### config.mk
export PLATFORM = sky130hd
export DESIGN_NAME = binary_dilation_5x5
export DESIGN_NICKNAME = d
export VERILOG_FILES = /design/src/bdil5_pkg.sv /design/src/bdil5_ram.sv /design/src/bdil5_window.sv /design/src/binary_dilation_5x5.sv
export SDC_FILE = /design/constraint.sdc
export NUM_CORES = 2
export LEC_CHECK = 0
export BUFFER_PORTS_ARGS = -buffer_cell sky130_fd_sc_hd__buf_2
export CORE_ASPECT_RATIO = 1.5
export CORE_UTILIZATION = 35
export CTS_CLUSTER_DIAMETER = 60
export DETAILED_ROUTE_END_ITERATION = 16
export MAX_ROUTING_LAYER = met4
export PLACE_DENSITY = 0.45
export RECOVER_POWER = 100
export REMOVE_ABC_BUFFERS = 1
export SYNTH_ARGS = -nofsm -noshare
export SYNTH_HDL_FRONTEND = slang
export SYNTH_SLANG_ARGS = --single-unit
### constraint.sdc
create_clock -name clk -period 9.2 [get_ports clk]
set_input_delay 0.92 -clock clk [delete_from_list [all_inputs] [get_ports clk]]
set_output_delay 0.92 -clock clk [all_outputs]
set_load 0.005 [all_outputs]
### src/bdil5_pkg.sv
// ----------------------------------------------------------------------------
// bdil5_pkg
// Shared types and constants for the 5x5 binary dilation block.
// ----------------------------------------------------------------------------
package bdil5_pkg;

    localparam int CFG_INDEX_W = 2;
    localparam int CFG_DATA_W  = 25;
    localparam int DIM_W       = 10;
    localparam int GRAY_W      = 8;
    localparam int MASK_W      = 25;
    localparam int POS_W       = 9;
    localparam int WIN         = 5;   // window side
    localparam int HIST_ROWS   = 4;   // rows kept per column in the line store

    localparam logic [DIM_W-1:0]  WIDTH_RESET  = 10'd512;
    localparam logic [DIM_W-1:0]  HEIGHT_RESET = 10'd512;
    localparam logic [GRAY_W-1:0] LEVEL_RESET  = 8'd128;
    localparam logic [MASK_W-1:0] MASK_RESET   = 25'd15728622;  // octagon

    localparam logic [GRAY_W-1:0] DILATED_ON  = 8'd255;
    localparam logic [GRAY_W-1:0] DILATED_OFF = 8'd0;

    typedef enum logic [CFG_INDEX_W-1:0] {
        REG_FRAME_WIDTH    = 2'd0,
        REG_FRAME_HEIGHT   = 2'd1,
        REG_BINARIZE_LEVEL = 2'd2,
        REG_ELEMENT_MASK   = 2'd3
    } cfg_reg_t;

    typedef enum logic {
        OP_PIXEL = 1'b0,
        OP_FLUSH = 1'b1
    } op_t;

    typedef struct packed {
        op_t               op;
        logic [GRAY_W-1:0] gray;
    } pixel_in_t;

    typedef struct packed {
        logic [GRAY_W-1:0] dilated;
        logic [POS_W-1:0]  out_row;
        logic [POS_W-1:0]  out_col;
        logic              frame_last;
    } pixel_out_t;

endpackage

### src/bdil5_ram.sv
// ----------------------------------------------------------------------------
// bdil5_ram
// Simple dual-port RAM, one write and one registered read per cycle.
// ----------------------------------------------------------------------------
module bdil5_ram #(
    parameter int WIDTH = 4,
    parameter int DEPTH = 512
) (
    input  logic                     clk,
    input  logic                     we,
    input  logic [$clog2(DEPTH)-1:0] waddr,
    input  logic [WIDTH-1:0]         wdata,
    input  logic [$clog2(DEPTH)-1:0] raddr,
    output logic [WIDTH-1:0]         rdata
);

    logic [WIDTH-1:0] mem [DEPTH];

    // read during write to the same address returns the old word
    always_ff @(posedge clk)
    begin
        if (we)
        begin
            mem[waddr] <= wdata;
        end
        rdata <= mem[raddr];
    end

endmodule

### src/bdil5_window.sv
// ----------------------------------------------------------------------------
// bdil5_window
// 5x5 tap window with frame-edge clipping and masked OR reduction.
// ----------------------------------------------------------------------------
module bdil5_window #(
    parameter int MAX_WIDTH  = 512,
    parameter int MAX_HEIGHT = 512
) (
    input  logic                                 clk,
    input  logic                                 shift_en,
    input  logic [bdil5_pkg::WIN-1:0]            col_vec,   // bit 0 newest row
    input  logic [$clog2(MAX_HEIGHT)-1:0]        row,
    input  logic [$clog2(MAX_WIDTH)-1:0]         col,
    input  logic [$clog2(MAX_WIDTH+1)-1:0]       frame_w,
    input  logic [$clog2(MAX_HEIGHT+1)-1:0]      frame_h,
    input  logic [bdil5_pkg::MASK_W-1:0]         mask,
    output logic                                 hit
);

    localparam int RW = $clog2(MAX_HEIGHT);
    localparam int CW = $clog2(MAX_WIDTH);
    localparam int N  = bdil5_pkg::WIN;

    // taps_reg[slot][row]: slot 0 is the newest column
    logic [N-1:0][N-1:0] taps_reg;
    logic [RW+1:0]       row_p2;
    logic [CW+1:0]       col_p2;
    logic [N-1:0]        row_ok;
    logic [N-1:0]        col_ok;
    logic [N*N-1:0]      hits;

    always_ff @(posedge clk)
    begin
        if (shift_en)
        begin
            taps_reg <= {taps_reg[N-2:0], col_vec};
        end
    end

    // source row r+2-i and column c+2-j must lie inside the frame
    always_comb
    begin
        row_p2 = (RW+2)'(row) + (RW+2)'(2);
        col_p2 = (CW+2)'(col) + (CW+2)'(2);
        for (int i = 0; i < N; i++)
        begin
            row_ok[i] = (row_p2 >= (RW+2)'(i)) &&
                        ((row_p2 - (RW+2)'(i)) < (RW+2)'(frame_h));
            col_ok[i] = (col_p2 >= (CW+2)'(i)) &&
                        ((col_p2 - (CW+2)'(i)) < (CW+2)'(frame_w));
        end
        for (int r = 0; r < N; r++)
        begin
            for (int c = 0; c < N; c++)
            begin
                hits[r*N+c] = taps_reg[c][r] & mask[r*N+c] & row_ok[r] & col_ok[c];
            end
        end
        hit = |hits;
    end

endmodule

### src/binary_dilation_5x5.sv
// ----------------------------------------------------------------------------
// binary_dilation_5x5
// Streaming 5x5 binary dilation of a raster-order 8-bit grayscale frame.
//
// src carries one pixel (or flush item) per transfer; dst returns one output
// pixel per transfer with its row, column and an end-of-frame flag. The first
// 2*W+2 transfers of a frame produce nothing; the host appends 2*W+2 flush
// items so the last rows drain. Each frame thus takes W*H + 2*W + 2 input
// transfers and yields W*H output transfers.
// Throughput: one transfer per clock on both sides. The limit is the line
// store, which does one column read and one column write per cycle.
// A result goes from the input transfer that completes its window through the
// stage 1, window and stage 2 registers, then into the output register.
// If dst stalls, the three internal stages keep filling; src_ready drops only
// once all are full. cfg writes take effect at once; a width or height write
// restarts the frame count.
// Reset clears control state and loads the register defaults (512 x 512,
// level 128, octagon element). The line store needs no clearing: rows not yet
// written in the current frame are masked by the frame-edge clipping.
// ----------------------------------------------------------------------------
module binary_dilation_5x5 #(
    parameter int MAX_WIDTH  = 512,
    parameter int MAX_HEIGHT = 512
) (
    input  logic                                  clk,
    input  logic                                  rst_n,
    input  logic                                  src_valid,
    output logic                                  src_ready,
    input  bdil5_pkg::pixel_in_t                  src_data,
    output logic                                  dst_valid,
    input  logic                                  dst_ready,
    output bdil5_pkg::pixel_out_t                 dst_data,
    input  logic                                  cfg_we,
    input  logic [bdil5_pkg::CFG_INDEX_W-1:0]     cfg_index,
    input  logic [bdil5_pkg::CFG_DATA_W-1:0]      cfg_data
);

    localparam int CW  = $clog2(MAX_WIDTH);         // column index
    localparam int WW  = $clog2(MAX_WIDTH + 1);     // width value
    localparam int RW  = $clog2(MAX_HEIGHT);        // output row index
    localparam int HW  = $clog2(MAX_HEIGHT + 1);    // height value
    localparam int IRW = $clog2(MAX_HEIGHT + 4);    // input row, runs into flush rows
    localparam int LW  = $clog2(2*MAX_WIDTH + 3);   // start-up lag count
    localparam int HR  = bdil5_pkg::HIST_ROWS;
    localparam int N   = bdil5_pkg::WIN;

    // ---------------- configuration registers ----------------
    logic [bdil5_pkg::DIM_W-1:0]  width_reg;
    logic [bdil5_pkg::DIM_W-1:0]  height_reg;
    logic [bdil5_pkg::GRAY_W-1:0] level_reg;
    logic [bdil5_pkg::MASK_W-1:0] mask_reg;
    logic                         size_write;

    always_ff @(posedge clk or negedge rst_n)
    begin
        if (!rst_n)
        begin
            width_reg  <= bdil5_pkg::WIDTH_RESET;
            height_reg <= bdil5_pkg::HEIGHT_RESET;
            level_reg  <= bdil5_pkg::LEVEL_RESET;
            mask_reg   <= bdil5_pkg::MASK_RESET;
        end
        else if (cfg_we)
        begin
            case (bdil5_pkg::cfg_reg_t'(cfg_index))
                bdil5_pkg::REG_FRAME_WIDTH:    width_reg  <= cfg_data[bdil5_pkg::DIM_W-1:0];
                bdil5_pkg::REG_FRAME_HEIGHT:   height_reg <= cfg_data[bdil5_pkg::DIM_W-1:0];
                bdil5_pkg::REG_BINARIZE_LEVEL: level_reg  <= cfg_data[bdil5_pkg::GRAY_W-1:0];
                bdil5_pkg::REG_ELEMENT_MASK:   mask_reg   <= cfg_data;
                default:                       ;
            endcase
        end
    end

    assign size_write = cfg_we &&
        (bdil5_pkg::cfg_reg_t'(cfg_index) == bdil5_pkg::REG_FRAME_WIDTH ||
         bdil5_pkg::cfg_reg_t'(cfg_index) == bdil5_pkg::REG_FRAME_HEIGHT);

    // effective frame size: zero acts as one, oversize clamps to the maximum
    logic [WW-1:0] eff_w;
    logic [HW-1:0] eff_h;
    logic [LW-1:0] lag;

    always_comb
    begin
        if (width_reg == '0)
            eff_w = WW'(1);
        else if (int'(width_reg) > MAX_WIDTH)
            eff_w = WW'(MAX_WIDTH);
        else
            eff_w = WW'(width_reg);

        if (height_reg == '0)
            eff_h = HW'(1);
        else if (int'(height_reg) > MAX_HEIGHT)
            eff_h = HW'(MAX_HEIGHT);
        else
            eff_h = HW'(height_reg);

        lag = LW'(2*int'(eff_w) + 2);
    end

    // ---------------- pipeline handshake ----------------
    logic accept;
    logic rdy1, rdy2, rdy3;
    logic adv1, adv2;
    logic s1_valid_reg, s2_valid_reg, out_valid_reg;

    assign rdy3      = !out_valid_reg || dst_ready;
    assign rdy2      = !s2_valid_reg || rdy3;
    assign rdy1      = !s1_valid_reg || rdy2;
    assign adv2      = s2_valid_reg && rdy3;   // window result into output register
    assign adv1      = s1_valid_reg && rdy2;   // column into window, line store write
    assign src_ready = rdy1;
    assign accept    = src_valid && rdy1;

    // ---------------- input-side position tracking ----------------
    logic [CW-1:0]  in_col_reg,  in_col_next;
    logic [IRW-1:0] in_row_reg,  in_row_next;
    logic [LW-1:0]  lead_reg,    lead_next;
    logic [RW-1:0]  orow_reg,    orow_next;
    logic [CW-1:0]  ocol_reg,    ocol_next;
    logic           pixel_phase;
    logic           in_bit;
    logic           emit;
    logic           last;
    logic           in_col_wrap;
    logic           ocol_wrap;

    always_comb
    begin
        // rows beyond the frame are flush rows: stored as background
        pixel_phase = int'(in_row_reg) < int'(eff_h);
        in_bit      = pixel_phase && (src_data.op == bdil5_pkg::OP_PIXEL) &&
                      (src_data.gray >= level_reg);
        emit        = (lead_reg == lag);
        ocol_wrap   = int'(ocol_reg) == int'(eff_w) - 1;
        last        = emit && ocol_wrap && (int'(orow_reg) == int'(eff_h) - 1);
        in_col_wrap = int'(in_col_reg) == int'(eff_w) - 1;

        in_col_next = in_col_reg;
        in_row_next = in_row_reg;
        lead_next   = lead_reg;
        orow_next   = orow_reg;
        ocol_next   = ocol_reg;

        if (size_write || (accept && last))
        begin
            in_col_next = '0;
            in_row_next = '0;
            lead_next   = '0;
            orow_next   = '0;
            ocol_next   = '0;
        end
        else if (accept)
        begin
            if (in_col_wrap)
            begin
                in_col_next = '0;
                in_row_next = in_row_reg + IRW'(1);
            end
            else
            begin
                in_col_next = in_col_reg + CW'(1);
            end

            if (!emit)
            begin
                lead_next = lead_reg + LW'(1);
            end
            else if (ocol_wrap)
            begin
                ocol_next = '0;
                orow_next = orow_reg + RW'(1);
            end
            else
            begin
                ocol_next = ocol_reg + CW'(1);
            end
        end
    end

    always_ff @(posedge clk or negedge rst_n)
    begin
        if (!rst_n)
        begin
            in_col_reg <= '0;
            in_row_reg <= '0;
            lead_reg   <= '0;
            orow_reg   <= '0;
            ocol_reg   <= '0;
        end
        else
        begin
            in_col_reg <= in_col_next;
            in_row_reg <= in_row_next;
            lead_reg   <= lead_next;
            orow_reg   <= orow_next;
            ocol_reg   <= ocol_next;
        end
    end

    // ---------------- stage 1: line store read ----------------
    logic          s1_bit_reg;
    logic [CW-1:0] s1_col_reg;
    logic          s1_emit_reg;
    logic          s1_last_reg;
    logic [RW-1:0] s1_orow_reg;
    logic [CW-1:0] s1_ocol_reg;

    always_ff @(posedge clk or negedge rst_n)
    begin
        if (!rst_n)
            s1_valid_reg <= 1'b0;
        else if (rdy1)
            s1_valid_reg <= accept;
    end

    always_ff @(posedge clk)
    begin
        if (accept)
        begin
            s1_bit_reg  <= in_bit;
            s1_col_reg  <= in_col_reg;
            s1_emit_reg <= emit;
            s1_last_reg <= last;
            s1_orow_reg <= orow_reg;
            s1_ocol_reg <= ocol_reg;
        end
    end

    // Line store: per column, the bits of the four rows above the current one.
    // A held item re-reads its own column so the read word stays valid.
    logic [CW-1:0] ram_raddr;
    logic [HR-1:0] ram_rdata;
    logic [HR-1:0] ram_wdata;
    logic [HR-1:0] hist;
    logic          fwd_reg;
    logic [HR-1:0] fwd_data_reg;
    logic [N-1:0]  col_vec;

    assign ram_raddr = accept ? in_col_reg : s1_col_reg;
    assign hist      = fwd_reg ? fwd_data_reg : ram_rdata;
    assign col_vec   = {hist, s1_bit_reg};
    assign ram_wdata = {hist[HR-2:0], s1_bit_reg};

    bdil5_ram #(
        .WIDTH (HR),
        .DEPTH (MAX_WIDTH)
    ) u_line_ram (
        .clk   (clk),
        .we    (adv1),
        .waddr (s1_col_reg),
        .wdata (ram_wdata),
        .raddr (ram_raddr),
        .rdata (ram_rdata)
    );

    // single-column frames read the column being written in the same cycle
    always_ff @(posedge clk or negedge rst_n)
    begin
        if (!rst_n)
            fwd_reg <= 1'b0;
        else
            fwd_reg <= adv1 && accept && (in_col_reg == s1_col_reg);
    end

    always_ff @(posedge clk)
    begin
        fwd_data_reg <= ram_wdata;
    end

    // ---------------- stage 2: 5x5 window ----------------
    logic          s2_last_reg;
    logic [RW-1:0] s2_orow_reg;
    logic [CW-1:0] s2_ocol_reg;
    logic          hit;

    always_ff @(posedge clk or negedge rst_n)
    begin
        if (!rst_n)
            s2_valid_reg <= 1'b0;
        else if (rdy2)
            s2_valid_reg <= s1_valid_reg && s1_emit_reg;
    end

    always_ff @(posedge clk)
    begin
        if (adv1)
        begin
            s2_last_reg <= s1_last_reg;
            s2_orow_reg <= s1_orow_reg;
            s2_ocol_reg <= s1_ocol_reg;
        end
    end

    bdil5_window #(
        .MAX_WIDTH  (MAX_WIDTH),
        .MAX_HEIGHT (MAX_HEIGHT)
    ) u_window (
        .clk      (clk),
        .shift_en (adv1),
        .col_vec  (col_vec),
        .row      (s2_orow_reg),
        .col      (s2_ocol_reg),
        .frame_w  (eff_w),
        .frame_h  (eff_h),
        .mask     (mask_reg),
        .hit      (hit)
    );

    // ---------------- output register ----------------
    bdil5_pkg::pixel_out_t out_data_reg;

    always_ff @(posedge clk or negedge rst_n)
    begin
        if (!rst_n)
            out_valid_reg <= 1'b0;
        else if (rdy3)
            out_valid_reg <= s2_valid_reg;
    end

    always_ff @(posedge clk)
    begin
        if (adv2)
        begin
            out_data_reg.dilated    <= hit ? bdil5_pkg::DILATED_ON : bdil5_pkg::DILATED_OFF;
            out_data_reg.out_row    <= bdil5_pkg::POS_W'(s2_orow_reg);
            out_data_reg.out_col    <= bdil5_pkg::POS_W'(s2_ocol_reg);
            out_data_reg.frame_last <= s2_last_reg;
        end
    end

    assign dst_valid = out_valid_reg;
    assign dst_data  = out_data_reg;

    // ---------------- assertions ----------------
    a_out_from_window : assert property (@(posedge clk) disable iff (!rst_n)
        $rose(out_valid_reg) |-> $past(s2_valid_reg))
        else $error("output became valid without a pending window result");

    a_lead_bound : assert property (@(posedge clk) disable iff (!rst_n)
        lead_reg <= lag)
        else $error("start-up count ran past the lag");

    a_no_overwrite : assert property (@(posedge clk) disable iff (!rst_n)
        accept && s1_valid_reg |-> adv1)
        else $error("stage 1 overwritten before moving on");

    a_last_emits : assert property (@(posedge clk) disable iff (!rst_n)
        s1_valid_reg && s1_last_reg |-> s1_emit_reg)
        else $error("frame end flagged on an item without output");

endmodule

==> metrics.yaml <==
global_routing:
  antenna_found_initial: 11
  grt_use_total_pct: 24.1
  grt_max_degree: 208
  grt_pass1_wl_um: 470000
  overflow: 0
  grt_pass1_vias: 62400
sta:
  relSlewSlack_pct: -391
  fin_crit_ns: 7.76
  hold_viol_final: 0
  rsz0062_at_grt: "false"
  final.setup_skew_ns: 0.0833
  drv_slew: 1491
  tightest_slew_ns: 7.36
  setup_slack_ns: 1.44
  max_freq_ghz: 0.129
  whs_ns: 0.288
  fin_tns_setup_ns: 0
  setup_viol: 0
  fin_crit_sh_pct: 84.3
route:
  wl_per_cell_um: 29.3
  drcViolationCount: 0
  drt_iter0_drc: 5700
  routed-via-count: 62700
  detail_route.vias_per_cell: 5.57
  routed_wl_um: 330000
  ant_nets: 0
  dr.pass1.iters: 6
synth:
  netlist_instances: 7575
  synth_top_area_share_pct: 66.9
  ys_types: 82
  synth-async-reset-ratio_pct: 4.66
  yosysWarnings: 0
  avgSynthCellArea_um2: 12.6
  synth_top_area_cell: "edfxtp_1"
  synth_edf_count: 2133
  synth_area_um2: 95800
  seq_area_frac_synth_pct: 70.0
  synth_seq_cells: 2255
  ys_top_cells_by_area: "edfxtp_1 67%, nand2_1 6.6%, nor2_1 2.6%, nand3_1 2.3%, dfrtp_1 2.1%"
  synth-main-ff-cell: "edfxtp_1"
clocking:
  postCtsHoldBufs: 1
  path_clk_slew_ns: 0.07
  ctsHtreeMaxLevel: 4
  post_cts_buffers: 0
  cts_repair_resize_count: 0
  clock_path_buffers: 4
  clock_sinks: 2255
  cts_tree: "built"
  numCtsBuffers: 229
  clkLatencyLatePin_ns: 0.92
  cts_root_buffer: "clkbuf_16"
worst_setup_path:
  crit_chain: "and4b_1, inv_1, nand2_1, clkbuf_1, mux2i_4, nor2_1, clkbuf_1, nand2_1, clkbuf_1, o22ai_1, nor4_1, nor4b_1, nor4_1"
  critPathSlowestCell: "clkbuf_1"
  crit_path_end_kind: "flip-flop"
  required_ns: 10.00
  path_buf_inv: 4
  cp.arrival_ns: 8.56
  cpPeakStageDelay_ns: 1.25
  crit_type: "flip-flop to flip-flop"
  crit_top_cell: "clkbuf_1"
  crit_family: "buffers and inverters"
  start_kind: "flip-flop"
  path_max_fanout: 28
final_layout:
  drive_gt1_share_pct: 8.77
  stdcell_count: 11300
  area_growth_pct: 12.2
  fillers: 25600
  stdcell_area_um2: 108000
  finish.utilization_pct: 39.6
  nets: 7706
  largest_register_ffs: 2048
placement:
  dp_hpwl_um: 204000
  post-place-cells: 10800
  gp_congestion: 0.862
  dpl_cell_area_um2: 100000
  place_ws_ns: 2.08
  port_buffers: 69
status:
  violations: "capacitance limit, slew limit"
  status: "finished with violations"
floorplan:
  die_w_um: 429
  num_io_pins: 70
  start_util_pct: 35.3
  rows: 234
  dieArea_um2: 276000
  core_area_um2: 271000
  die_y_um: 643
power:
  p_leak_nw: 35.8
  power.total_mw: 28.7
  peakVddDrop_mv: 0.284
  power.density_nw_per_um2: 267
flow_run:
  drv_cap: 37
hold_path:
  worstHoldPathType: "input port to flip-flop"
[layout make-up]
class / count / area [um2] / share of cell area [%]
clock inverter: 143 / 1420 / 1.32
antenna: 9 / 22.5 / 0.0209
tap: 3540 / 4430 / 4.12
timing repair buffer: 231 / 1690 / 1.57
clock buffer: 273 / 6030 / 5.61
multi-input combinational: 4746 / 26600 / 24.7
inverter: 69 / 277 / 0.257
sequential: 2255 / 67000 / 62.4
[worst reg2reg max path: stages, from the launching register on]
cell	delay (ns)
dfrtp_1	0.38
and4b_1	0.39
inv_1	0.45
nand2_1	0.22
clkbuf_1	1.25
mux2i_4	1.08
nor2_1	0.24
clkbuf_1	0.58
nand2_1	0.24
clkbuf_1	0.92
o22ai_1	0.24
nor4_1	1.15
nor4b_1	0.29
nor4_1	0.30
[placed cells by master, fill, tap and decap left out, drive strengths merged, types with 133 or more instances in the layout]
cell type / netlist / final
edfxtp: 2133 / 2133
nand2: 1688 / 1688
nor2: 662 / 662
nand3: 445 / 445
clkbuf: 299 / 325
a31oi: 230 / 230
and3: 195 / 195
buf: 206 / 177
a21oi: 158 / 158
ha: 133 / 133
[kinds of logic (layout without fill, tap and decap cells)]
group / count (synthesis) / after routing / share of synthesized area (%)
AO/OA/AOI/OAI: 930 / 930 / 6.52
XOR/XNOR: 141 / 141 / 1.30
adder cells (fa/ha/maj): 133 / 133 / 1.74
buffers and inverters: 574 / 716 / 2.44
flip-flops: 2255 / 2255 / 70.0
multiplexers: 219 / 219 / 2.95
other: 0 / 9 / 0
AND/OR/NAND/NOR: 3323 / 3323 / 15.1
[layer usage]
layer	vias to the layer above	global-route usage [%]	routed length, um	part of all wire [%]
li1	27900	-	-	-
met1	32400	28.3	129000	39
met2	1911	42.6	173000	53
met3	520	2.53	14600	4.4
met4	0	8.87	13200	4.0
met5	-	-	0	0
[report_power, final]
part	internal [mW]	switching [mW]
logic	1.38	4.82
registers	12.8	0.184
clock network	5.37	4.13
[cell usage after synthesis, drive strengths merged, types with 8 or more instances]
| cell type | instances |
|---|---|
| dfstp | 24 |
| o31ai | 19 |
| xnor2 | 91 |
| nand4 | 114 |
| o2111ai | 11 |
| mux2i | 118 |
| dfxtp | 17 |
| clkbuf | 299 |
| mux2 | 56 |
| o221ai | 11 |
| dfrtp | 81 |
| a21o | 27 |
| a32oi | 68 |
| or3 | 13 |
| nor2b | 30 |
| o21ai | 97 |
| nand2b | 28 |
| nor3b | 12 |
| nand3b | 11 |
| a211oi | 101 |
| xor2 | 49 |
| nor2 | 662 |
| nand2 | 1688 |
| o22ai | 62 |
| nand3 | 445 |
| nor3 | 44 |
| a311oi | 34 |
| buf | 206 |
| a21boi | 8 |
| mux4 | 45 |
| o211ai | 24 |
| and3 | 195 |
| a221oi | 11 |
| a2111oi | 13 |
| and2 | 11 |
| a31oi | 230 |
| a21oi | 158 |
| a22oi | 9 |
| nor4 | 41 |
| inv | 67 |
| ha | 133 |
| edfxtp | 2133 |
| or4 | 8 |
[path summary, 6_finish.rpt]
path                               from  cells after the start             endpoint  slack (ns)
setup / recovery              dst_valid                     13  u_line_ram.rdata[3]        1.44
hold / removal             cfg_data[18]                      2         mask_reg[18]        0.29
setup reg to reg              dst_valid                     13  u_line_ram.rdata[3]        1.44
hold reg to reg             s1_last_reg                      0          s2_last_reg        0.40
max in group asynchronous         rst_n                      3         level_reg[6]        2.77
min in group asynchronous         rst_n                      2              fwd_reg        1.34
Note: power is estimated with default switching activity, not from simulation.
